File: config.mk
export PLATFORM = sky130hd
export DESIGN_NAME = aarf_rate_adaptation
export DESIGN_NICKNAME = d
export VERILOG_FILES = /design/src/hw/rtl/aarf_pkg.sv /design/src/hw/rtl/aarf_rate_adaptation.sv /design/src/hw/rtl/aarf_cfg_regs.sv /design/src/hw/rtl/aarf_update.sv
export SDC_FILE = /design/constraint.sdc
export NUM_CORES = 1
export LEC_CHECK = 0
export BUFFER_PORTS_ARGS = -buffer_cell sky130_fd_sc_hd__buf_2
export CAP_MARGIN = 40
export CORE_UTILIZATION = 56
export DETAILED_ROUTE_END_ITERATION = 7
export GPL_ROUTABILITY_DRIVEN = 1
export GPL_TIMING_DRIVEN = 0
export PLACE_DENSITY = 0.76
export SYNTH_ARGS = -nofsm -noshare
export SYNTH_HDL_FRONTEND = slang
export SYNTH_HIERARCHICAL = 1
export SYNTH_SLANG_ARGS = --single-unit
export TNS_END_PERCENT = 100
File: constraint.sdc
create_clock -name clk -period 4.85 [get_ports clk]
set_input_delay 0.97 -clock clk [delete_from_list [all_inputs] [get_ports clk]]
set_output_delay 0.97 -clock clk [all_outputs]
set_load 0.05 [all_outputs]
File: src/hw/rtl/aarf_pkg.sv
// Shared types and constants of the rate adaptation block.
`timescale 1ns / 1ps

package aarf_pkg;

	// Configuration register widths and port geometry.
	localparam int RATE_COUNT_W = 5;
	localparam int LIMIT_W      = 16;
	localparam int FACTOR_W     = 4;
	localparam int CFG_DATA_W   = 16;
	localparam int CFG_INDEX_W  = 3;

	// Register indexes on the configuration port.
	localparam logic [CFG_INDEX_W-1:0] REG_RATE_COUNT       = 3'd0;
	localparam logic [CFG_INDEX_W-1:0] REG_BASE_TIMEOUT     = 3'd1;
	localparam logic [CFG_INDEX_W-1:0] REG_MIN_SUCCESS_THR  = 3'd2;
	localparam logic [CFG_INDEX_W-1:0] REG_MAX_SUCCESS_THR  = 3'd3;
	localparam logic [CFG_INDEX_W-1:0] REG_THRESHOLD_FACTOR = 3'd4;
	localparam logic [CFG_INDEX_W-1:0] REG_TIMEOUT_FACTOR   = 3'd5;

	// Register reset values.
	localparam logic [RATE_COUNT_W-1:0] RST_RATE_COUNT       = 5'd8;
	localparam logic [LIMIT_W-1:0]      RST_BASE_TIMEOUT     = 16'd15;
	localparam logic [LIMIT_W-1:0]      RST_MIN_SUCCESS_THR  = 16'd10;
	localparam logic [LIMIT_W-1:0]      RST_MAX_SUCCESS_THR  = 16'd50;
	localparam logic [FACTOR_W-1:0]     RST_THRESHOLD_FACTOR = 4'd2;
	localparam logic [FACTOR_W-1:0]     RST_TIMEOUT_FACTOR   = 4'd2;

	// Defaults for the top-level parameters.
	localparam int DEF_RATE_SLOTS = 16;
	localparam int DEF_COUNT_BITS = 16;

	// Retry chain shape.
	localparam int CHAIN_STAGES = 4;
	localparam int RATE_OUT_W   = 4;
	localparam int TRIES_W      = 2;

	localparam logic [TRIES_W-1:0] TRIES_SHORT = 2'd1;
	localparam logic [TRIES_W-1:0] TRIES_LONG  = 2'd2;

	// Stream data widths.
	localparam int IN_DATA_W  = 8;
	localparam int OUT_DATA_W = 24;

	typedef struct packed {
		logic [RATE_COUNT_W-1:0] rate_count;
		logic [LIMIT_W-1:0]      base_timeout;
		logic [LIMIT_W-1:0]      min_success_threshold;
		logic [LIMIT_W-1:0]      max_success_threshold;
		logic [FACTOR_W-1:0]     threshold_factor;
		logic [FACTOR_W-1:0]     timeout_factor;
	} cfg_t;

	typedef struct packed {
		logic                  in_recovery;
		logic [TRIES_W-1:0]    first_tries;
		logic [RATE_OUT_W-1:0] rate_fourth;
		logic [RATE_OUT_W-1:0] rate_third;
		logic [RATE_OUT_W-1:0] rate_second;
		logic [RATE_OUT_W-1:0] rate_first;
	} res_t;

endpackage

File: src/hw/rtl/aarf_rate_adaptation.sv
// Top level of the adaptive auto rate fallback block for one station.
`timescale 1ns / 1ps

// Usage
// The slave stream carries one item per transmit attempt: s_tdata[0] is 1 when
// the attempt was acknowledged and 0 when it failed. For each item the master
// stream returns exactly one item with the four-stage retry chain, the try count
// for the first stage and the recovery flag, all taken from the station state
// after that attempt has been applied.
// An item is registered on acceptance, and its result is registered into the output
// register when the input stage moves on, which raises m_tvalid.
// The state update is a single compare-and-update step, so one item is taken in
// every cycle while the master side keeps accepting.
// When the receiver stalls, the result waits in the output register and one more
// item waits in the input register; s_tready falls only when both are full.
// The configuration port writes one register per cycle with cfg_wen high; it is
// meant to be written while no item is in flight and does not touch the state.
// Reset (arst_n low) clears both registers, sets the rate to the lowest entry,
// clears the counters and the recovery flag, loads the register reset values
// and seeds the threshold and timeout from the reset minimums.
module aarf_rate_adaptation #(
	parameter int RATE_SLOTS = aarf_pkg::DEF_RATE_SLOTS,
	parameter int COUNT_BITS = aarf_pkg::DEF_COUNT_BITS
) (
	input  logic                             clk,
	input  logic                             arst_n,
	input  logic                             s_tvalid,
	output logic                             s_tready,
	// s_tdata fields from bit 0: attempt_ok[0], zero fill [7:1].
	input  logic [aarf_pkg::IN_DATA_W-1:0]   s_tdata,
	output logic                             m_tvalid,
	input  logic                             m_tready,
	// m_tdata fields from bit 0: rate_first[3:0], rate_second[7:4],
	// rate_third[11:8], rate_fourth[15:12], first_tries[17:16],
	// in_recovery[18], zero fill [23:19].
	output logic [aarf_pkg::OUT_DATA_W-1:0]  m_tdata,
	input  logic                             cfg_wen,
	input  logic [aarf_pkg::CFG_INDEX_W-1:0] cfg_index,
	input  logic [aarf_pkg::CFG_DATA_W-1:0]  cfg_wdata
);

	localparam int RES_W = $bits(aarf_pkg::res_t);

	aarf_pkg::cfg_t cfg;
	aarf_pkg::res_t res_next;
	aarf_pkg::res_t res_q;

	logic valid_s1;
	logic ok_s1;
	logic m_valid_q;
	logic advance;
	logic step;
	logic in_accept;

	// The input stage moves on whenever the output register is empty or being drained.
	assign advance   = !m_valid_q || m_tready;
	assign step      = valid_s1 && advance;
	assign s_tready  = !valid_s1 || advance;
	assign in_accept = s_tvalid && s_tready;

	always_ff @(posedge clk or negedge arst_n) begin
		if (!arst_n) begin
			valid_s1  <= 1'b0;
			m_valid_q <= 1'b0;
		end else begin
			valid_s1  <= in_accept || (valid_s1 && !advance);
			m_valid_q <= step || (m_valid_q && !m_tready);
		end
	end

	always_ff @(posedge clk) begin
		if (in_accept) begin
			ok_s1 <= s_tdata[0];
		end
		if (step) begin
			res_q <= res_next;
		end
	end

	aarf_cfg_regs u_cfg (
		.clk       (clk),
		.arst_n    (arst_n),
		.cfg_wen   (cfg_wen),
		.cfg_index (cfg_index),
		.cfg_wdata (cfg_wdata),
		.cfg       (cfg)
	);

	aarf_update #(
		.RATE_SLOTS (RATE_SLOTS),
		.COUNT_BITS (COUNT_BITS)
	) u_update (
		.clk        (clk),
		.arst_n     (arst_n),
		.step       (step),
		.attempt_ok (ok_s1),
		.cfg        (cfg),
		.res        (res_next)
	);

	assign m_tvalid = m_valid_q;
	assign m_tdata  = {{(aarf_pkg::OUT_DATA_W-RES_W){1'b0}}, res_q};

endmodule

File: src/hw/rtl/aarf_cfg_regs.sv
// Configuration register file of the rate adaptation block.
`timescale 1ns / 1ps

module aarf_cfg_regs (
	input  logic                             clk,
	input  logic                             arst_n,
	input  logic                             cfg_wen,
	input  logic [aarf_pkg::CFG_INDEX_W-1:0] cfg_index,
	input  logic [aarf_pkg::CFG_DATA_W-1:0]  cfg_wdata,
	output aarf_pkg::cfg_t                   cfg
);

	aarf_pkg::cfg_t cfg_q;

	always_ff @(posedge clk or negedge arst_n) begin
		if (!arst_n) begin
			cfg_q.rate_count            <= aarf_pkg::RST_RATE_COUNT;
			cfg_q.base_timeout          <= aarf_pkg::RST_BASE_TIMEOUT;
			cfg_q.min_success_threshold <= aarf_pkg::RST_MIN_SUCCESS_THR;
			cfg_q.max_success_threshold <= aarf_pkg::RST_MAX_SUCCESS_THR;
			cfg_q.threshold_factor      <= aarf_pkg::RST_THRESHOLD_FACTOR;
			cfg_q.timeout_factor        <= aarf_pkg::RST_TIMEOUT_FACTOR;
		end else if (cfg_wen) begin
			unique case (cfg_index)
				aarf_pkg::REG_RATE_COUNT: begin
					cfg_q.rate_count <= cfg_wdata[aarf_pkg::RATE_COUNT_W-1:0];
				end
				aarf_pkg::REG_BASE_TIMEOUT: begin
					cfg_q.base_timeout <= cfg_wdata[aarf_pkg::LIMIT_W-1:0];
				end
				aarf_pkg::REG_MIN_SUCCESS_THR: begin
					cfg_q.min_success_threshold <= cfg_wdata[aarf_pkg::LIMIT_W-1:0];
				end
				aarf_pkg::REG_MAX_SUCCESS_THR: begin
					cfg_q.max_success_threshold <= cfg_wdata[aarf_pkg::LIMIT_W-1:0];
				end
				aarf_pkg::REG_THRESHOLD_FACTOR: begin
					cfg_q.threshold_factor <= cfg_wdata[aarf_pkg::FACTOR_W-1:0];
				end
				aarf_pkg::REG_TIMEOUT_FACTOR: begin
					cfg_q.timeout_factor <= cfg_wdata[aarf_pkg::FACTOR_W-1:0];
				end
				default: begin
				end
			endcase
		end
	end

	assign cfg = cfg_q;

endmodule

File: src/hw/rtl/aarf_update.sv
// Station state and its per-attempt update for the rate adaptation block.
`timescale 1ns / 1ps

module aarf_update #(
	parameter int RATE_SLOTS = aarf_pkg::DEF_RATE_SLOTS,
	parameter int COUNT_BITS = aarf_pkg::DEF_COUNT_BITS
) (
	input  logic           clk,
	input  logic           arst_n,
	input  logic           step,
	input  logic           attempt_ok,
	input  aarf_pkg::cfg_t cfg,
	output aarf_pkg::res_t res
);

	localparam int RW  = $clog2(RATE_SLOTS);
	localparam int CW  = ((RW > aarf_pkg::RATE_COUNT_W) ? RW : aarf_pkg::RATE_COUNT_W) + 1;
	localparam int PW  = COUNT_BITS + aarf_pkg::FACTOR_W;
	localparam int SW  = (PW > aarf_pkg::LIMIT_W) ? PW : aarf_pkg::LIMIT_W;
	localparam logic [SW-1:0] CNT_MAX = {{(SW-COUNT_BITS){1'b0}}, {COUNT_BITS{1'b1}}};
	localparam logic [CW-1:0] RATES_TOP = CW'(RATE_SLOTS);

	function automatic logic [COUNT_BITS-1:0] sat_cnt(input logic [SW-1:0] v);
		if (v > CNT_MAX) begin
			return CNT_MAX[COUNT_BITS-1:0];
		end else begin
			return v[COUNT_BITS-1:0];
		end
	endfunction

	logic [RW-1:0]         rate_q, rate_n;
	logic [COUNT_BITS-1:0] timer_q, timer_n, timer_inc;
	logic [COUNT_BITS-1:0] succ_q, succ_n, succ_inc;
	logic [COUNT_BITS-1:0] thr_q, thr_n;
	logic [COUNT_BITS-1:0] tlim_q, tlim_n;
	logic                  fail_q, fail_n;
	logic                  rec_q, rec_n;

	logic [PW-1:0]         to_prod, thr_prod;
	logic [SW-1:0]         to_floor, thr_cap;
	logic [COUNT_BITS-1:0] to_scaled, thr_scaled, to_min, thr_min;
	logic [CW-1:0]         rate_up, rate_ext;
	logic                  can_up;
	logic [RW-1:0]         rate_down;

	always_comb begin
		timer_inc = (timer_q == CNT_MAX[COUNT_BITS-1:0]) ? timer_q : timer_q + 1'b1;
		succ_inc  = (succ_q == CNT_MAX[COUNT_BITS-1:0]) ? succ_q : succ_q + 1'b1;

		// Scaling after a failed probation: timeout floored, threshold capped.
		to_prod  = PW'(tlim_q) * PW'(cfg.timeout_factor);
		thr_prod = PW'(thr_q) * PW'(cfg.threshold_factor);
		to_floor = (SW'(to_prod) < SW'(cfg.min_success_threshold)) ?
			SW'(cfg.min_success_threshold) : SW'(to_prod);
		thr_cap  = (SW'(thr_prod) > SW'(cfg.max_success_threshold)) ?
			SW'(cfg.max_success_threshold) : SW'(thr_prod);
		to_scaled  = sat_cnt(to_floor);
		thr_scaled = sat_cnt(thr_cap);
		to_min     = sat_cnt(SW'(cfg.base_timeout));
		thr_min    = sat_cnt(SW'(cfg.min_success_threshold));

		rate_up   = CW'(rate_q) + 1'b1;
		can_up    = (rate_up < CW'(cfg.rate_count)) && (rate_up < RATES_TOP);
		rate_down = (rate_q != '0) ? rate_q - 1'b1 : rate_q;

		rate_n  = rate_q;
		timer_n = timer_q;
		succ_n  = succ_q;
		thr_n   = thr_q;
		tlim_n  = tlim_q;
		fail_n  = fail_q;
		rec_n   = rec_q;

		if (step) begin
			if (attempt_ok) begin
				timer_n = timer_inc;
				succ_n  = succ_inc;
				fail_n  = 1'b0;
				rec_n   = 1'b0;
				if (((succ_inc >= thr_q) || (timer_inc >= tlim_q)) && can_up) begin
					rate_n  = rate_up[RW-1:0];
					timer_n = '0;
					succ_n  = '0;
					rec_n   = 1'b1;
				end
			end else begin
				succ_n = '0;
				priority if (rec_q) begin
					// Probation failed: back off and demand more before the next raise.
					tlim_n  = to_scaled;
					thr_n   = thr_scaled;
					timer_n = '0;
					fail_n  = 1'b0;
					rate_n  = rate_down;
				end else if (fail_q) begin
					// Second failure in a row: back off and restore the minimums.
					tlim_n  = to_min;
					thr_n   = thr_min;
					timer_n = '0;
					fail_n  = 1'b0;
					rate_n  = rate_down;
				end else begin
					timer_n = timer_inc;
					fail_n  = 1'b1;
				end
			end
		end

		// Retry chain from the updated rate, each stage one rate lower.
		rate_ext = CW'(rate_n);
		res.rate_first  = rate_ext[aarf_pkg::RATE_OUT_W-1:0];
		res.rate_second = '0;
		res.rate_third  = '0;
		res.rate_fourth = '0;
		if (aarf_pkg::CHAIN_STAGES > 1) begin
			res.rate_second = (rate_ext > CW'(1)) ?
				rate_ext[aarf_pkg::RATE_OUT_W-1:0] - 4'd1 : 4'd0;
		end
		if (aarf_pkg::CHAIN_STAGES > 2) begin
			res.rate_third = (rate_ext > CW'(2)) ?
				rate_ext[aarf_pkg::RATE_OUT_W-1:0] - 4'd2 : 4'd0;
		end
		if (aarf_pkg::CHAIN_STAGES > 3) begin
			res.rate_fourth = (rate_ext > CW'(3)) ?
				rate_ext[aarf_pkg::RATE_OUT_W-1:0] - 4'd3 : 4'd0;
		end
		res.first_tries = (rec_n || fail_n) ? aarf_pkg::TRIES_SHORT : aarf_pkg::TRIES_LONG;
		res.in_recovery = rec_n;
	end

	// The limits come out of reset at the register reset values, cut to the counter width.
	always_ff @(posedge clk or negedge arst_n) begin
		if (!arst_n) begin
			rate_q  <= '0;
			timer_q <= '0;
			succ_q  <= '0;
			thr_q   <= COUNT_BITS'(aarf_pkg::RST_MIN_SUCCESS_THR);
			tlim_q  <= COUNT_BITS'(aarf_pkg::RST_BASE_TIMEOUT);
			fail_q  <= 1'b0;
			rec_q   <= 1'b0;
		end else begin
			rate_q  <= rate_n;
			timer_q <= timer_n;
			succ_q  <= succ_n;
			thr_q   <= thr_n;
			tlim_q  <= tlim_n;
			fail_q  <= fail_n;
			rec_q   <= rec_n;
		end
	end

endmodule

* Yosys cells after proc, flatten, opt, wreduce, memory -nomap -nowiden
Index checks and enable logic that the tools add are counted.
** Cells by class
- Magnitude comparators :: 11
- $mul :: 2
- Bitwise logic cells :: 1
- Equal/unequal tests :: 7
- Add/subtract/negate cells :: 7
- Reductions and logical operators :: 26
- Muxes and demuxes :: 30
** Operator list (count)
- 2-to-1 mux 16 bit :: 14
- > comparator 20 x 16 -> 1 bit, second input constant :: 2
- multiplier 16 x 4 -> 20 bit :: 2
- 2-to-1 mux 20 bit :: 2
- adder 16 x 1 -> 16 bit, second input constant :: 2
- == test 16 bit, second input constant :: 2
- greater-or-equal comparator 16 bit :: 2
- 2-to-1 mux 4 bit :: 6
- > comparator 20 x 16 -> 1 bit :: 1
- < comparator 20 x 16 -> 1 bit :: 1
- AND reduction 2 bit :: 6
- > comparator 4 x 2 -> 1 bit, second input constant :: 2
- subtractor 4 x 1 -> 4 bit, second input constant :: 2
- subtractor 4 x 2 -> 4 bit, second input constant :: 2
- 2-to-1 mux 1 bit :: 7
- == test 3 x 2 -> 1 bit, second input constant :: 2
- == test 3 bit, second input constant :: 2
- logical AND 1 bit :: 6
- logical OR 1 bit :: 6
- < comparator 6 x 5 -> 1 bit :: 1
- < comparator 6 x 5 -> 1 bit, second input constant :: 1
- adder 4 x 1 -> 5 bit, second input constant :: 1
- > comparator 4 x 1 -> 1 bit, second input constant :: 1
- logical NOT 1 bit :: 4
- other kinds (7) :: 7
** Storage, ports and cells
- Bits in registers :: 153
- Bits of input ports :: 32

* Logic depth before layout (Yosys ltp)
Gate-level depths: netlist of the first run.
- Word-level depth :: 10
- Mapped depth :: 24
- Gate-level depth less buffers :: 21

* By module
Netlist of the first run, hierarchy kept.
** Modules (own cells, without submodules)
- aarf_update :: cells each 1333, area an instance 10442.5 um2, times used 1, seq. area each 1759.2 um2
- aarf_cfg_regs :: cells each 133, area an instance 2452.4 um2, times used 1, seq. area each 1541.5 um2
- aarf_rate_adaptation :: cells each 34, area an instance 745.7 um2, times used 1, seq. area each 650.6 um2

* Worst setup path after synthesis of the first run
No wires, ideal clock.
- Path kind :: flip-flop to flip-flop
- From :: reg u_cfg.cfg_q (netlist bit u_cfg/cfg[1])
- To :: reg u_update.tlim_q[4]
- Path slack :: -0.390 ns
- Setup time :: 0.136 ns
- Cell stages (with the launch flop) :: 22
- Data arrival time :: 5.104 ns
- Cells stage by stage :: dfstp_2 > clkbuf_1 > nand2_1 > fa_1 > fa_1 > inv_1 > ha_1 > a211oi_1 > o21ai_1 > a21o_1 > a21oi_1 > xnor2_1 > ha_1 > a21o_1 > a21o_1 > a211oi_1 > o21ai_0 > a21o_1 > or3_1 > clkbuf_1 > a2111oi_0 > o211ai_1
** Between the ends
- Word-level cells in the longest chain between the ends :: 6
** RTL lines
- start, declared :: line aarf_cfg_regs.sv:13 : aarf_pkg::cfg_t cfg_q;
- multiplier 16 x 4 -> 20 bit * :: line aarf_update.sv:51 : to_prod = PW'(tlim_q) * PW'(cfg.timeout_factor);
- < comparator 20 x 16 -> 1 bit :: line aarf_update.sv:53 : to_floor = (SW'(to_prod) < SW'(cfg.min_success_threshold)) ?
- 2-to-1 mux 20 bit * :: line aarf_update.sv:53
- > comparator 20 x 16 -> 1 bit :: line aarf_update.sv:24 : if (v > CNT_MAX) begin
- 2-to-1 mux 16 bit * :: line aarf_update.sv:24
- 2-to-1 mux 16 bit * :: line aarf_update.sv:88 : priority if (rec_q) begin
- end signal, assigned :: line aarf_update.sv:138 : tlim_q <= COUNT_BITS'(aarf_pkg::RST_BASE_TIMEOUT);
- end signal, assigned :: line aarf_update.sv:146 : tlim_q <= tlim_n;
- end, declared :: line aarf_update.sv:35 : logic [COUNT_BITS-1:0] tlim_q, tlim_n;
Every way passes the cells marked *; elsewhere a longest branch is shown, timed or not.
A chain may end at the register's enable or synchronous reset.

* Final worst setup path of the first run
- From :: reg u_cfg.cfg_q (netlist bit u_cfg/cfg[1])
- To :: reg u_update.tlim_q[5]
Same word-level chain as after synthesis.

==> impl_metrics.prom, run 1 <==
# TYPE chip_impl_metric gauge
chip_impl_metric{name="final.period_utilization",unit="%"} 111.3
chip_impl_info{name="clockRootBuffer",value="sky130_fd_sc_hd__clkbuf_16"} 1
chip_impl_metric{name="simple_gate_fraction_of_synth_area",unit="%"} 18.19
chip_impl_metric{name="cts_max_level",unit=""} 4
chip_impl_metric{name="synth-adder-area-share",unit="%"} 19.78
chip_impl_metric{name="post-dp-hpwl",unit="mm"} 27.94
chip_impl_metric{name="leftover_overflow_at_the_end_of_global_routing",unit=""} 0
chip_impl_info{name="critPathLaunchType",value="flop"} 1
chip_impl_metric{name="seq_area_frac_synth",unit="%"} 28.97
chip_impl_metric{name="timing.critical_path.arrival",unit="ns"} 5.69
chip_impl_metric{name="final_hold_violations",unit=""} 0
chip_impl_metric{name="synth-seq-cells",unit=""} 153
chip_impl_metric{name="grt_max_degree",unit=""} 88
chip_impl_metric{name="layout-drive-gt1-share",unit="%"} 25.53
chip_impl_metric{name="detail_route.drc_violations",unit=""} 0
chip_impl_metric{name="grt_use_total",unit="%"} 31.27
chip_impl_metric{name="worstSkewPairLatency",unit="ns"} 0.43
chip_impl_info{name="slowest_stage",value="sky130_fd_sc_hd__dfstp_2"} 1
chip_impl_metric{name="design.die.area",unit="um^2"} 24990
chip_impl_metric{name="antenna_left",unit=""} 0
chip_impl_metric{name="numClockSinks",unit=""} 153
chip_impl_info{name="cpMostUsedCell",value="sky130_fd_sc_hd__o211ai_1"} 1
chip_impl_metric{name="drv.max_cap_violation_count",unit=""} 0
chip_impl_metric{name="final.setup_skew",unit="ns"} 0.01249
chip_impl_info{name="run_status",value="finished, violations left"} 1
chip_impl_metric{name="synth_enable_flop_cells",unit=""} 20
chip_impl_metric{name="start_util",unit="%"} 57.60
chip_impl_metric{name="holdBufCountCts",unit=""} 0
chip_impl_metric{name="timing.fmax",unit="MHz"} 185.2
chip_impl_metric{name="routed_via_density",unit=""} 6.129
chip_impl_info{name="yosysMostFrequentCell",value="sky130_fd_sc_hd__inv_1"} 1
chip_impl_metric{name="syn2layout_area_growth",unit="%"} 21.52
chip_impl_metric{name="io_pins",unit=""} 58
chip_impl_info{name="critical_path.startpoint",value="u_cfg/cfg[1]$_DFFE_PN1P_"} 1
chip_impl_metric{name="grt_antenna_before_repair",unit=""} 0
chip_impl_metric{name="floorplan.die.width",unit="um"} 158.1
chip_impl_metric{name="cts_buffer_depth",unit=""} 2
chip_impl_metric{name="synthesis.area_per_instance",unit="um^2"} 9.094
chip_impl_metric{name="final.hold.worst_slack",unit="ns"} 0.4843
chip_impl_metric{name="layout_setup_ws",unit="ns"} -0.5483
chip_impl_metric{name="period_minus_slack",unit="ns"} 5.398
chip_impl_metric{name="post_synthesis_instance_total",unit=""} 1500
chip_impl_metric{name="critPathMaxStageDelay",unit="ns"} 0.58
chip_impl_metric{name="final_area",unit="um^2"} 16580
chip_impl_info{name="min_from",value="u_update/timer_q[11]$_DFFE_PN0P_"} 1
chip_impl_info{name="combinational_family_with_the_most_area_after_synthesis",value="adder cells"} 1
chip_impl_metric{name="drt-wirelength-per-cell",unit="um"} 19.62
chip_impl_metric{name="die_h",unit="um"} 158.1
chip_impl_metric{name="synth_area",unit="um^2"} 13640
chip_impl_metric{name="globalplace.congestion",unit=""} 0.9322
chip_impl_metric{name="drtIter0Drc",unit=""} 921
chip_impl_metric{name="numCtsBuffers",unit=""} 17
chip_impl_metric{name="grt_pass1_vias",unit=""} 11920
chip_impl_info{name="synth.area.top_cells",value="sky130_fd_sc_hd__dfrtp_1 21%, sky130_fd_sc_hd__ha_1 12%, sky130_fd_sc_hd__fa_1 8.2%, sky130_fd_sc_hd__inv_1 5.3%, sky130_fd_sc_hd__edfxtp_1 4.4%"} 1
chip_impl_metric{name="vias",unit=""} 12160
chip_impl_info{name="failed_checks",value="setup timing"} 1
chip_impl_info{name="yosys-top-cells-count",value="191 x sky130_fd_sc_hd__inv_1, 129 x sky130_fd_sc_hd__nand2_1, 126 x sky130_fd_sc_hd__ha_1"} 1
chip_impl_metric{name="yosysTopAreaCellShare",unit="%"} 21.10
chip_impl_metric{name="first_pass_grt_wire_length",unit="mm"} 60.32
chip_impl_metric{name="number_of_iterations_in_the_first_detailed_routing_pass",unit=""} 5
chip_impl_metric{name="synth-compound-area-share",unit="%"} 16.39
chip_impl_metric{name="routed_wl",unit="mm"} 38.92
chip_impl_info{name="yosysTopAreaCell",value="sky130_fd_sc_hd__dfrtp_1"} 1
chip_impl_metric{name="synth_xor_area_share",unit="%"} 3.018
chip_impl_metric{name="slew-limit-headroom",unit="%"} 39.48
chip_impl_metric{name="place_area",unit="um^2"} 14660
chip_impl_info{name="ys_dominant_reg_cell",value="sky130_fd_sc_hd__dfrtp_1"} 1
chip_impl_metric{name="drv_slew",unit=""} 0
chip_impl_metric{name="setup-violations-final",unit=""} 32
chip_impl_metric{name="placement_rows",unit=""} 56
chip_impl_metric{name="synth_async_sr_flop_share",unit="%"} 86.93
chip_impl_metric{name="design.core.area",unit="um^2"} 23680
chip_impl_info{name="cp_cell_sequence",value="buf_8, nand2_1, fa_1, fa_1, buf_4, fa_2, nor2b_4, o211ai_1, buf_4, a21oi_2, a21oi_2, xnor2_2, ha_1, nand4_1, nor2_1, a211oi_2, o21ai_1, a21o_1, or3_4, buf_12, buf_8, o211ai_1, o211ai_1"} 1
chip_impl_metric{name="critical_path_fanout_max",unit=""} 8
chip_impl_metric{name="ys.warnings.count",unit=""} 6
chip_impl_info{name="regToRegStartpoint",value="u_cfg/cfg[1]$_DFFE_PN1P_"} 1
chip_impl_metric{name="antennaDiodeCount",unit=""} 0
chip_impl_info{name="crit_type",value="reg2reg"} 1
chip_impl_info{name="cts_tree",value="built"} 1
chip_impl_info{name="setup_repair_after_global_routing_missed_its_margin",value="true"} 1
chip_impl_info{name="cp-end-kind",value="flop"} 1
chip_impl_metric{name="worstMarginPinSlew",unit="ns"} 0.9078
chip_impl_info{name="worst_hold_path_type",value="reg2reg"} 1
chip_impl_metric{name="num-nets-final",unit=""} 1866
chip_impl_metric{name="clkSlewWorstSetupHoldPaths",unit="ns"} 0.07
chip_impl_metric{name="yosysUniqueCellTypes",unit=""} 80
chip_impl_metric{name="synth.area.mux_share",unit="%"} 6.192
chip_impl_metric{name="worst-endpoint-required",unit="ns"} 5.14
chip_impl_metric{name="numPortBuffers",unit=""} 45
chip_impl_metric{name="utilization",unit="%"} 69.99
==> critical path: cells and delay by family (launching register included) <==
family / cells / cell delay (ns)
compound gates: 8 / 1.25
xor+xnor: 1 / 0.24
fa+ha+maj: 4 / 1.63
buf+inv: 5 / 0.75
flops: 1 / 0.58
simple gates: 5 / 0.78
==> flip-flops by register name, indices dropped and copies added (netlist names) <==
| register | cells |
|---|---|
| m_tdata | 19 |
| m_tvalid | 1 |
| ok_s1 | 1 |
| u_cfg/cfg | 61 |
| u_update/fail_q | 1 |
| u_update/rate_q | 4 |
| u_update/rec_q | 1 |
| u_update/succ_q | 16 |
| u_update/thr_q | 16 |
| u_update/timer_q | 16 |
| u_update/tlim_q | 16 |
| valid_s1 | 1 |
==> stage by stage <==
stage	setup TNS, ns	std cells	setup WS (ns)
3_5_place_dp	-29.72	1871	-0.9869
2_1_floorplan	-1.357	1504	-0.1267
3_3_place_gp	-34.46	1868	-0.9534
6_report	-12.84	1984	-0.5483
5_1_grt	-17.90	1984	-0.7045
4_1_cts	-8.566	1957	-0.4335
==> cells in the final DEF, fill, tap and decap left out, types with 30 or more instances in the layout <==
cell,netlist,routed
sky130_fd_sc_hd__clkbuf_1,45,36
sky130_fd_sc_hd__nand4_1,34,34
sky130_fd_sc_hd__o21ai_0,47,41
sky130_fd_sc_hd__ha_1,126,106
sky130_fd_sc_hd__and2_1,87,71
sky130_fd_sc_hd__inv_1,191,179
sky130_fd_sc_hd__fa_1,56,54
sky130_fd_sc_hd__mux2_2,43,43
sky130_fd_sc_hd__dfrtp_1,115,108
sky130_fd_sc_hd__a21oi_1,77,62
sky130_fd_sc_hd__a21o_1,30,30
sky130_fd_sc_hd__nor3_1,36,33
sky130_fd_sc_hd__nor2_1,68,63
sky130_fd_sc_hd__buf_2,4,46
sky130_fd_sc_hd__buf_4,6,80
sky130_fd_sc_hd__nand2_1,129,124
sky130_fd_sc_hd__o211ai_1,42,42
==> layout make-up <==
class | count | area (um^2)
buffer | 59 | 417.9
clock buffer | 22 | 495.5
clock inverter | 10 | 105.1
fill | 1851 | 7107
inverter | 191 | 716.9
multi-input combinational | 1100 | 9535
sequential | 153 | 3960
tap | 319 | 399.1
timing repair buffer | 130 | 945.9
==> cells by family (layout without fill, tap and decap cells) <==
kind of cell | after synthesis | after routing
AOI/OAI and AO/OA | 326 | 326
xor gates and xnor gates | 47 | 47
adders and majority gates | 182 | 182
buffers and inverters | 251 | 412
DFF | 153 | 153
muxes | 69 | 69
other | 1 | 5
and+or+nand+nor | 471 | 471
==> final timing paths <==
path,endpoint,slack [ns],cells after the start
max,u_update/tlim_q[5]$_DFFE_PN0P_,-0.55,23
min,u_update/timer_q[11]$_DFFE_PN0P_,0.48,1
max reg2reg,u_update/tlim_q[5]$_DFFE_PN0P_,-0.55,23
min reg2reg,u_update/timer_q[11]$_DFFE_PN0P_,0.48,1
max in group asynchronous,u_update/tlim_q[3]$_DFFE_PN1P_,3.55,2
min in group asynchronous,u_update/succ_q[3]$_DFFE_PN0P_,0.49,1
==> per-layer routing <==
metal | up-vias | track usage (%) | wire length, um
met4 | 0 | 13.23 | 1615
met2 | 481 | 52.44 | 18910
li1 | 5566 | - | -
met3 | 139 | 4.353 | 2173
met5 | - | 0 | 0
met1 | 5973 | 40.43 | 16220
==> timing repair <==
item | in CTS | in global routing
buffers inserted | 53 | 26
cloned | 3 | 1
setup endpoints to repair | 54 | 52
gates resized for setup | 101 | 60
pin swaps | 89 | 40
Power of run 1 is left out: the tool's default activity adds up to more than one toggle a clock period on the data nets, which glitch-free logic cannot reach.
==> run 2, diff against run 1 <==
CORE_UTILIZATION = 45   (was 56)
PLACE_DENSITY = not set   (was 0.76)
==> impl_metrics.prom, run 2 (synthesized netlist as in run 1, its figures left out) <==
# TYPE chip_impl_metric gauge
chip_impl_metric{name="timing.fmax",unit="MHz"} 189.2
chip_impl_metric{name="met1_usage",unit="%"} 33.88
chip_impl_info{name="run_status",value="finished, violations left"} 1
chip_impl_metric{name="placement_rows",unit=""} 63
chip_impl_metric{name="grt.met2_usage",unit="%"} 42.27
chip_impl_metric{name="worst-endpoint-required",unit="ns"} 5.19
chip_impl_metric{name="numClockSinks",unit=""} 153
chip_impl_metric{name="antenna_left",unit=""} 0
chip_impl_info{name="setup_repair_after_global_routing_missed_its_margin",value="true"} 1
chip_impl_info{name="clockRootBuffer",value="sky130_fd_sc_hd__clkbuf_16"} 1
chip_impl_metric{name="holdBufCountCts",unit=""} 0
chip_impl_metric{name="final_area",unit="um^2"} 16670
chip_impl_metric{name="vias",unit=""} 11770
chip_impl_metric{name="timing.critical_path.arrival",unit="ns"} 5.62
chip_impl_metric{name="post-dp-hpwl",unit="mm"} 28.95
chip_impl_info{name="failed_checks",value="setup timing"} 1
chip_impl_metric{name="grt_use_total",unit="%"} 25.20
chip_impl_metric{name="io_pins",unit=""} 58
chip_impl_metric{name="final.setup_skew",unit="ns"} 0.01388
chip_impl_metric{name="instances_no_fill",unit=""} 2056
chip_impl_info{name="leading_cell_types_in_the_layout_fill_and_taps_excluded",value="174 x sky130_fd_sc_hd__inv_1, 124 x sky130_fd_sc_hd__nand2_1, 106 x sky130_fd_sc_hd__dfrtp_1, 105 x sky130_fd_sc_hd__ha_1, 77 x sky130_fd_sc_hd__buf_4"} 1
chip_impl_metric{name="leftover_overflow_at_the_end_of_global_routing",unit=""} 0
chip_impl_metric{name="layout_setup_ws",unit="ns"} -0.4357
chip_impl_metric{name="place_area",unit="um^2"} 14750
chip_impl_metric{name="floorplan.die.width",unit="um"} 176.1
chip_impl_metric{name="first_pass_grt_wire_length",unit="mm"} 60.56
chip_impl_info{name="critPathLaunchType",value="flop"} 1
chip_impl_metric{name="n_fill_cell",unit=""} 2707
chip_impl_metric{name="grt.met3_usage",unit="%"} 2.864
chip_impl_metric{name="grt_max_degree",unit=""} 86
chip_impl_metric{name="slew-limit-headroom",unit="%"} 39.64
chip_impl_info{name="worst_hold_path_type",value="reg2reg"} 1
chip_impl_metric{name="number_of_iterations_in_the_first_detailed_routing_pass",unit=""} 5
chip_impl_info{name="cts_tree",value="built"} 1
chip_impl_metric{name="grt_pass1_vias",unit=""} 11390
chip_impl_metric{name="final.hold.worst_slack",unit="ns"} 0.4902
chip_impl_metric{name="final.period_utilization",unit="%"} 109.0
chip_impl_metric{name="routed_via_density",unit=""} 5.724
chip_impl_metric{name="cts_max_level",unit=""} 4
chip_impl_metric{name="worstSkewPairLatency",unit="ns"} 0.44
chip_impl_metric{name="setup-violations-final",unit=""} 32
chip_impl_metric{name="num-nets-final",unit=""} 1867
chip_impl_metric{name="drv_slew",unit=""} 0
chip_impl_metric{name="dpl.cell_count",unit=""} 1942
chip_impl_info{name="most_frequent_standard_cell_in_the_layout_excluding_fill_and_tap_cells",value="sky130_fd_sc_hd__inv_1"} 1
chip_impl_info{name="grt_busiest_layer",value="met2"} 1
chip_impl_metric{name="final_hold_violations",unit=""} 0
chip_impl_metric{name="finalSetupTns",unit="ns"} -11.45
chip_impl_metric{name="worstMarginPinSlew",unit="ns"} 0.9054
chip_impl_metric{name="drtIter0Drc",unit=""} 747
chip_impl_metric{name="globalplace.congestion",unit=""} 0.8926
chip_impl_metric{name="critical_path_fanout_max",unit=""} 7
chip_impl_metric{name="clkSlewWorstSetupHoldPaths",unit="ns"} 0.07
chip_impl_metric{name="routed_wl",unit="mm"} 38.56
chip_impl_info{name="crit_type",value="reg2reg"} 1
chip_impl_metric{name="layout-drive-gt1-share",unit="%"} 25.75
chip_impl_metric{name="syn2layout_area_growth",unit="%"} 22.19
chip_impl_metric{name="design.core.area",unit="um^2"} 29720
chip_impl_metric{name="start_util",unit="%"} 45.90
chip_impl_metric{name="period_minus_slack",unit="ns"} 5.286
chip_impl_metric{name="numCtsBuffers",unit=""} 17
chip_impl_metric{name="numPortBuffers",unit=""} 45
chip_impl_metric{name="cts_buffer_depth",unit=""} 2
chip_impl_info{name="cp-end-kind",value="flop"} 1
chip_impl_metric{name="drt-wirelength-per-cell",unit="um"} 18.75
chip_impl_metric{name="grt_antenna_before_repair",unit=""} 0
chip_impl_metric{name="die_h",unit="um"} 176.1
chip_impl_metric{name="detail_route.drc_violations",unit=""} 0
chip_impl_metric{name="antennaDiodeCount",unit=""} 0
chip_impl_metric{name="design.die.area",unit="um^2"} 31010
chip_impl_metric{name="largest_register_ffs",unit=""} 61
chip_impl_metric{name="drv.max_cap_violation_count",unit=""} 0
[run 2: worst paths after layout]
| path | start | to | slack [ns] | depth (start not counted) |
|---|---|---|---|---|
| setup / recovery | u_cfg/cfg[3]$_DFFE_PN0P_ | u_update/tlim_q[2]$_DFFE_PN1P_ | -0.44 | 21 |
| hold reg to reg | u_update/timer_q[11]$_DFFE_PN0P_ | u_update/timer_q[11]$_DFFE_PN0P_ | 0.49 | 1 |
| hold / removal | u_update/timer_q[11]$_DFFE_PN0P_ | u_update/timer_q[11]$_DFFE_PN0P_ | 0.49 | 1 |
| setup reg to reg | u_cfg/cfg[3]$_DFFE_PN0P_ | u_update/tlim_q[2]$_DFFE_PN1P_ | -0.44 | 21 |
| min in group asynchronous | arst_n | u_cfg/cfg[4]$_DFFE_PN0P_ | 0.50 | 1 |
| max in group asynchronous | arst_n | u_update/timer_q[3]$_DFFE_PN0P_ | 3.51 | 2 |
[run 2: final cells by class]
class / count / area [um^2] / area share, %
multi-input combinational: 1100 / 9578 / 57.47
buffer: 59 / 410.4 / 2.462
inverter: 191 / 716.9 / 4.301
clock buffer: 18 / 429.2 / 2.575
timing repair buffer: 131 / 962.2 / 5.773
tap: 390 / 488.0 / 2.928
sequential: 153 / 3963 / 23.77
clock inverter: 14 / 120.1 / 0.7207
[run 2: repair_timing]
action | 4_1_cts | 5_1_grt
setup endpoints to repair | 54 | 62
gates resized for setup | 104 | 68
buffers inserted | 50 | 30
cloned | 3 | 0
pin swaps | 77 | 44
[run 2: routing by layer]
layer | part of all wire, % | wire (um) | up-vias
met5 | 0 | 0 | -
met4 | 2.6 | 1004 | 0
met3 | 3.6 | 1400 | 63
met2 | 49 | 18700 | 279
met1 | 45 | 17450 | 5862
li1 | - | - | 5565
[run 2: through the flow]
stage                     util, %  setup slack [ns]
after floorplan                 -           -0.1267
after global placement      49.48            -1.221
after detailed placement    49.64            -1.269
after CTS                   54.46           -0.4274
after global routing        56.09           -0.6546
final                       56.09           -0.4357
[run 2: critical path, stage by stage, from the launching register on]
cell and delay, ns:
sky130_fd_sc_hd__dfrtp_2 0.48, sky130_fd_sc_hd__and2_1 0.19, sky130_fd_sc_hd__fa_1 0.56, sky130_fd_sc_hd__inv_2 0.04, sky130_fd_sc_hd__fa_1 0.54, sky130_fd_sc_hd__inv_2 0.05
sky130_fd_sc_hd__ha_4 0.23, sky130_fd_sc_hd__a21oi_4 0.13, sky130_fd_sc_hd__nor3b_4 0.29, sky130_fd_sc_hd__a21boi_4 0.09, sky130_fd_sc_hd__or3_4 0.40, sky130_fd_sc_hd__a21oi_4 0.15
sky130_fd_sc_hd__xnor2_2 0.17, sky130_fd_sc_hd__ha_1 0.29, sky130_fd_sc_hd__a21o_1 0.19, sky130_fd_sc_hd__a21oi_2 0.11, sky130_fd_sc_hd__o21ai_1 0.07, sky130_fd_sc_hd__a21o_1 0.19
sky130_fd_sc_hd__or3_4 0.41, sky130_fd_sc_hd__buf_12 0.16, sky130_fd_sc_hd__a2111oi_4 0.29, sky130_fd_sc_hd__o221ai_1 0.15
Power of run 2 is left out for the same reason.
==> run 3, diff against run 2 <==
CELL_PAD_IN_SITES_DETAIL_PLACEMENT = 2   (was not set)
CELL_PAD_IN_SITES_GLOBAL_PLACEMENT = 2   (was not set)
CORE_UTILIZATION = 37   (was 45)
PLACE_DENSITY_LB_ADDON = 0.1   (was not set)
==> impl_metrics.prom, run 3 (synthesized netlist as in run 1, its figures left out) <==
# TYPE chip_impl_metric gauge
chip_impl_info{name="run_status",value="finished, violations left"} 1
chip_impl_info{name="failed_checks",value="setup timing"} 1
chip_impl_metric{name="io_pins",unit=""} 58
chip_impl_metric{name="final.period_utilization",unit="%"} 116.8
chip_impl_metric{name="setup-violations-final",unit=""} 32
chip_impl_metric{name="layout-drive-gt1-share",unit="%"} 27.20
chip_impl_info{name="critical_path.startpoint",value="u_update/tlim_q[4]$_DFFE_PN0P_"} 1
chip_impl_metric{name="post-dp-hpwl",unit="mm"} 36.68
chip_impl_metric{name="num-nets-final",unit=""} 1874
chip_impl_metric{name="timing.fmax",unit="MHz"} 176.6
chip_impl_metric{name="worst-endpoint-required",unit="ns"} 5.11
chip_impl_metric{name="final.hold.worst_slack",unit="ns"} 0.4651
chip_impl_metric{name="largest_register_ffs",unit=""} 61
chip_impl_metric{name="first_pass_grt_wire_length",unit="mm"} 79.21
chip_impl_metric{name="cts_buffer_depth",unit=""} 2
chip_impl_metric{name="globalplace.congestion",unit=""} 0.8309
chip_impl_metric{name="reg2reg_depth",unit=""} 23
chip_impl_metric{name="leftover_overflow_at_the_end_of_global_routing",unit=""} 0
chip_impl_metric{name="drv_slew",unit=""} 0
chip_impl_info{name="leading_cell_types_in_the_layout_fill_and_taps_excluded",value="178 x sky130_fd_sc_hd__inv_1, 125 x sky130_fd_sc_hd__nand2_1, 102 x sky130_fd_sc_hd__dfrtp_1, 100 x sky130_fd_sc_hd__ha_1, 85 x sky130_fd_sc_hd__buf_4"} 1
chip_impl_metric{name="period_minus_slack",unit="ns"} 5.664
chip_impl_metric{name="die_h",unit="um"} 194.0
chip_impl_metric{name="numPortBuffers",unit=""} 45
chip_impl_metric{name="design.core.area",unit="um^2"} 35910
chip_impl_metric{name="utilization",unit="%"} 47.52
chip_impl_metric{name="antenna_left",unit=""} 0
chip_impl_info{name="clockRootBuffer",value="sky130_fd_sc_hd__clkbuf_16"} 1
chip_impl_metric{name="n_fill_cell",unit=""} 3824
chip_impl_info{name="cts_tree",value="built"} 1
chip_impl_metric{name="antennaDiodeCount",unit=""} 0
chip_impl_metric{name="routed_wl",unit="mm"} 51.61
chip_impl_metric{name="clkSlewWorstSetupHoldPaths",unit="ns"} 0.07
chip_impl_metric{name="drv.max_cap_violation_count",unit=""} 0
chip_impl_metric{name="drtIter0Drc",unit=""} 545
chip_impl_metric{name="layout_setup_ws",unit="ns"} -0.8137
chip_impl_metric{name="vias",unit=""} 12220
chip_impl_metric{name="ff_to_ff_setup_slack",unit="ns"} -0.81
chip_impl_metric{name="floorplan.die.width",unit="um"} 194.0
chip_impl_info{name="setup_repair_after_global_routing_missed_its_margin",value="true"} 1
chip_impl_metric{name="design.die.area",unit="um^2"} 37640
chip_impl_metric{name="numCtsBuffers",unit=""} 17
chip_impl_metric{name="finalSetupTns",unit="ns"} -20.47
chip_impl_metric{name="cts_max_level",unit=""} 4
chip_impl_metric{name="syn2layout_area_growth",unit="%"} 25.11
chip_impl_metric{name="holdBufCountCts",unit=""} 0
chip_impl_metric{name="worstSkewPairLatency",unit="ns"} 0.44
chip_impl_metric{name="grt_antenna_before_repair",unit=""} 1
chip_impl_info{name="critPathLaunchType",value="flop"} 1
chip_impl_metric{name="grt_use_total",unit="%"} 27.12
chip_impl_info{name="regToRegStartpoint",value="u_update/tlim_q[4]$_DFFE_PN0P_"} 1
chip_impl_info{name="crit_type",value="reg2reg"} 1
chip_impl_info{name="worst_hold_path_type",value="in2async"} 1
chip_impl_info{name="most_frequent_standard_cell_in_the_layout_excluding_fill_and_tap_cells",value="sky130_fd_sc_hd__inv_1"} 1
chip_impl_info{name="reg2reg_to",value="u_update/tlim_q[12]$_DFFE_PN0P_"} 1
chip_impl_metric{name="final.setup_skew",unit="ns"} 0.01432
chip_impl_metric{name="slew-limit-headroom",unit="%"} 29.04
chip_impl_metric{name="numClockSinks",unit=""} 153
chip_impl_metric{name="worstMarginPinSlew",unit="ns"} 1.064
chip_impl_metric{name="timing.critical_path.arrival",unit="ns"} 5.93
chip_impl_metric{name="number_of_iterations_in_the_first_detailed_routing_pass",unit=""} 5
chip_impl_metric{name="detail_route.drc_violations",unit=""} 0
chip_impl_metric{name="placement_rows",unit=""} 69
chip_impl_info{name="cp-end-kind",value="flop"} 1
chip_impl_metric{name="critical_path_fanout_max",unit=""} 7
chip_impl_metric{name="drt-wirelength-per-cell",unit="um"} 24.18
chip_impl_metric{name="grt_max_degree",unit=""} 86
chip_impl_metric{name="start_util",unit="%"} 37.98
chip_impl_metric{name="final_hold_violations",unit=""} 0
chip_impl_metric{name="grt_pass1_vias",unit=""} 13710
chip_impl_metric{name="routed_via_density",unit=""} 5.724
run 3: metrics by stage:
step                      cells  setup slack (ns)  area [um^2]
after detailed placement   2015            -1.581        14850
final                      2134           -0.8137        17070
after global placement     2010            -1.435        14790
after CTS                  2101           -0.7003        16540
after global routing       2134           -0.9307        17070
after floorplan            1504           -0.1267        13990
run 3: worst max-delay path: stages (launching register included):
cell and delay (ns):
sky130_fd_sc_hd__dfrtp_1 0.52, sky130_fd_sc_hd__and2_1 0.25, sky130_fd_sc_hd__fa_1 0.56, sky130_fd_sc_hd__inv_2 0.05, sky130_fd_sc_hd__fa_1 0.56, sky130_fd_sc_hd__inv_2 0.06, sky130_fd_sc_hd__ha_4 0.27, sky130_fd_sc_hd__o211ai_1 0.13
sky130_fd_sc_hd__o21ai_4 0.28, sky130_fd_sc_hd__buf_6 0.14, sky130_fd_sc_hd__o21a_1 0.15, sky130_fd_sc_hd__nor2_2 0.06, sky130_fd_sc_hd__xnor2_2 0.30, sky130_fd_sc_hd__ha_1 0.31, sky130_fd_sc_hd__a21o_1 0.18, sky130_fd_sc_hd__a21o_1 0.16
sky130_fd_sc_hd__a21oi_2 0.13, sky130_fd_sc_hd__o21ai_2 0.07, sky130_fd_sc_hd__a21o_1 0.21, sky130_fd_sc_hd__or3_4 0.39, sky130_fd_sc_hd__buf_12 0.16, sky130_fd_sc_hd__buf_12 0.13, sky130_fd_sc_hd__o211ai_1 0.18, sky130_fd_sc_hd__o211ai_1 0.20
run 3: cell type report:
| cell class | instances | area [um^2] | share of cell area (%) |
|---|---|---|---|
| flip-flops and latches | 153 | 3968 | 23.25 |
| well taps | 461 | 576.8 | 3.380 |
| clock inverters | 15 | 182.7 | 1.070 |
| repair buffers | 141 | 1065 | 6.239 |
| multi-input cells | 1100 | 9737 | 57.05 |
| inverters | 191 | 716.9 | 4.201 |
| clock buffers | 17 | 425.4 | 2.493 |
| plain buffers | 56 | 395.4 | 2.317 |
run 3: per-layer routing:
metal	share of wire, %	wire [um]	vias up	global-route usage (%)
li1	-	-	5561	-
met1	45	23400	6406	35.33
met2	50	25780	190	46.47
met3	2.8	1424	59	3.653
met4	1.9	1002	0	8.377
met5	0	0	-	0
run 3: what timing repair did:
action | 4_1_cts | 5_1_grt
setup buffers | 53 | 34
pin swaps | 83 | 46
endpoints found under the hold margin | 0 | 0
endpoints found under the setup margin | 64 | 47
gates cloned | 3 | 2
gates resized for setup | 133 | 59
run 3: worst max-delay path by stage:
| stage | end | slack (ns) | cells past startpoint |
|---|---|---|---|
| after floorplan | u_update/tlim_q[7]$_DFFE_PN0P_ | -0.13 | 23 |
| after CTS | u_update/tlim_q[12]$_DFFE_PN0P_ | -0.70 | 23 |
| final | u_update/tlim_q[12]$_DFFE_PN0P_ | -0.81 | 23 |
| after global placement | u_update/thr_q[12]$_DFFE_PN0P_ | -1.44 | 21 |
| after detailed placement | u_update/thr_q[12]$_DFFE_PN0P_ | -1.58 | 22 |
| after global routing | u_update/tlim_q[12]$_DFFE_PN0P_ | -0.93 | 24 |
Power of run 3 is left out for the same reason.
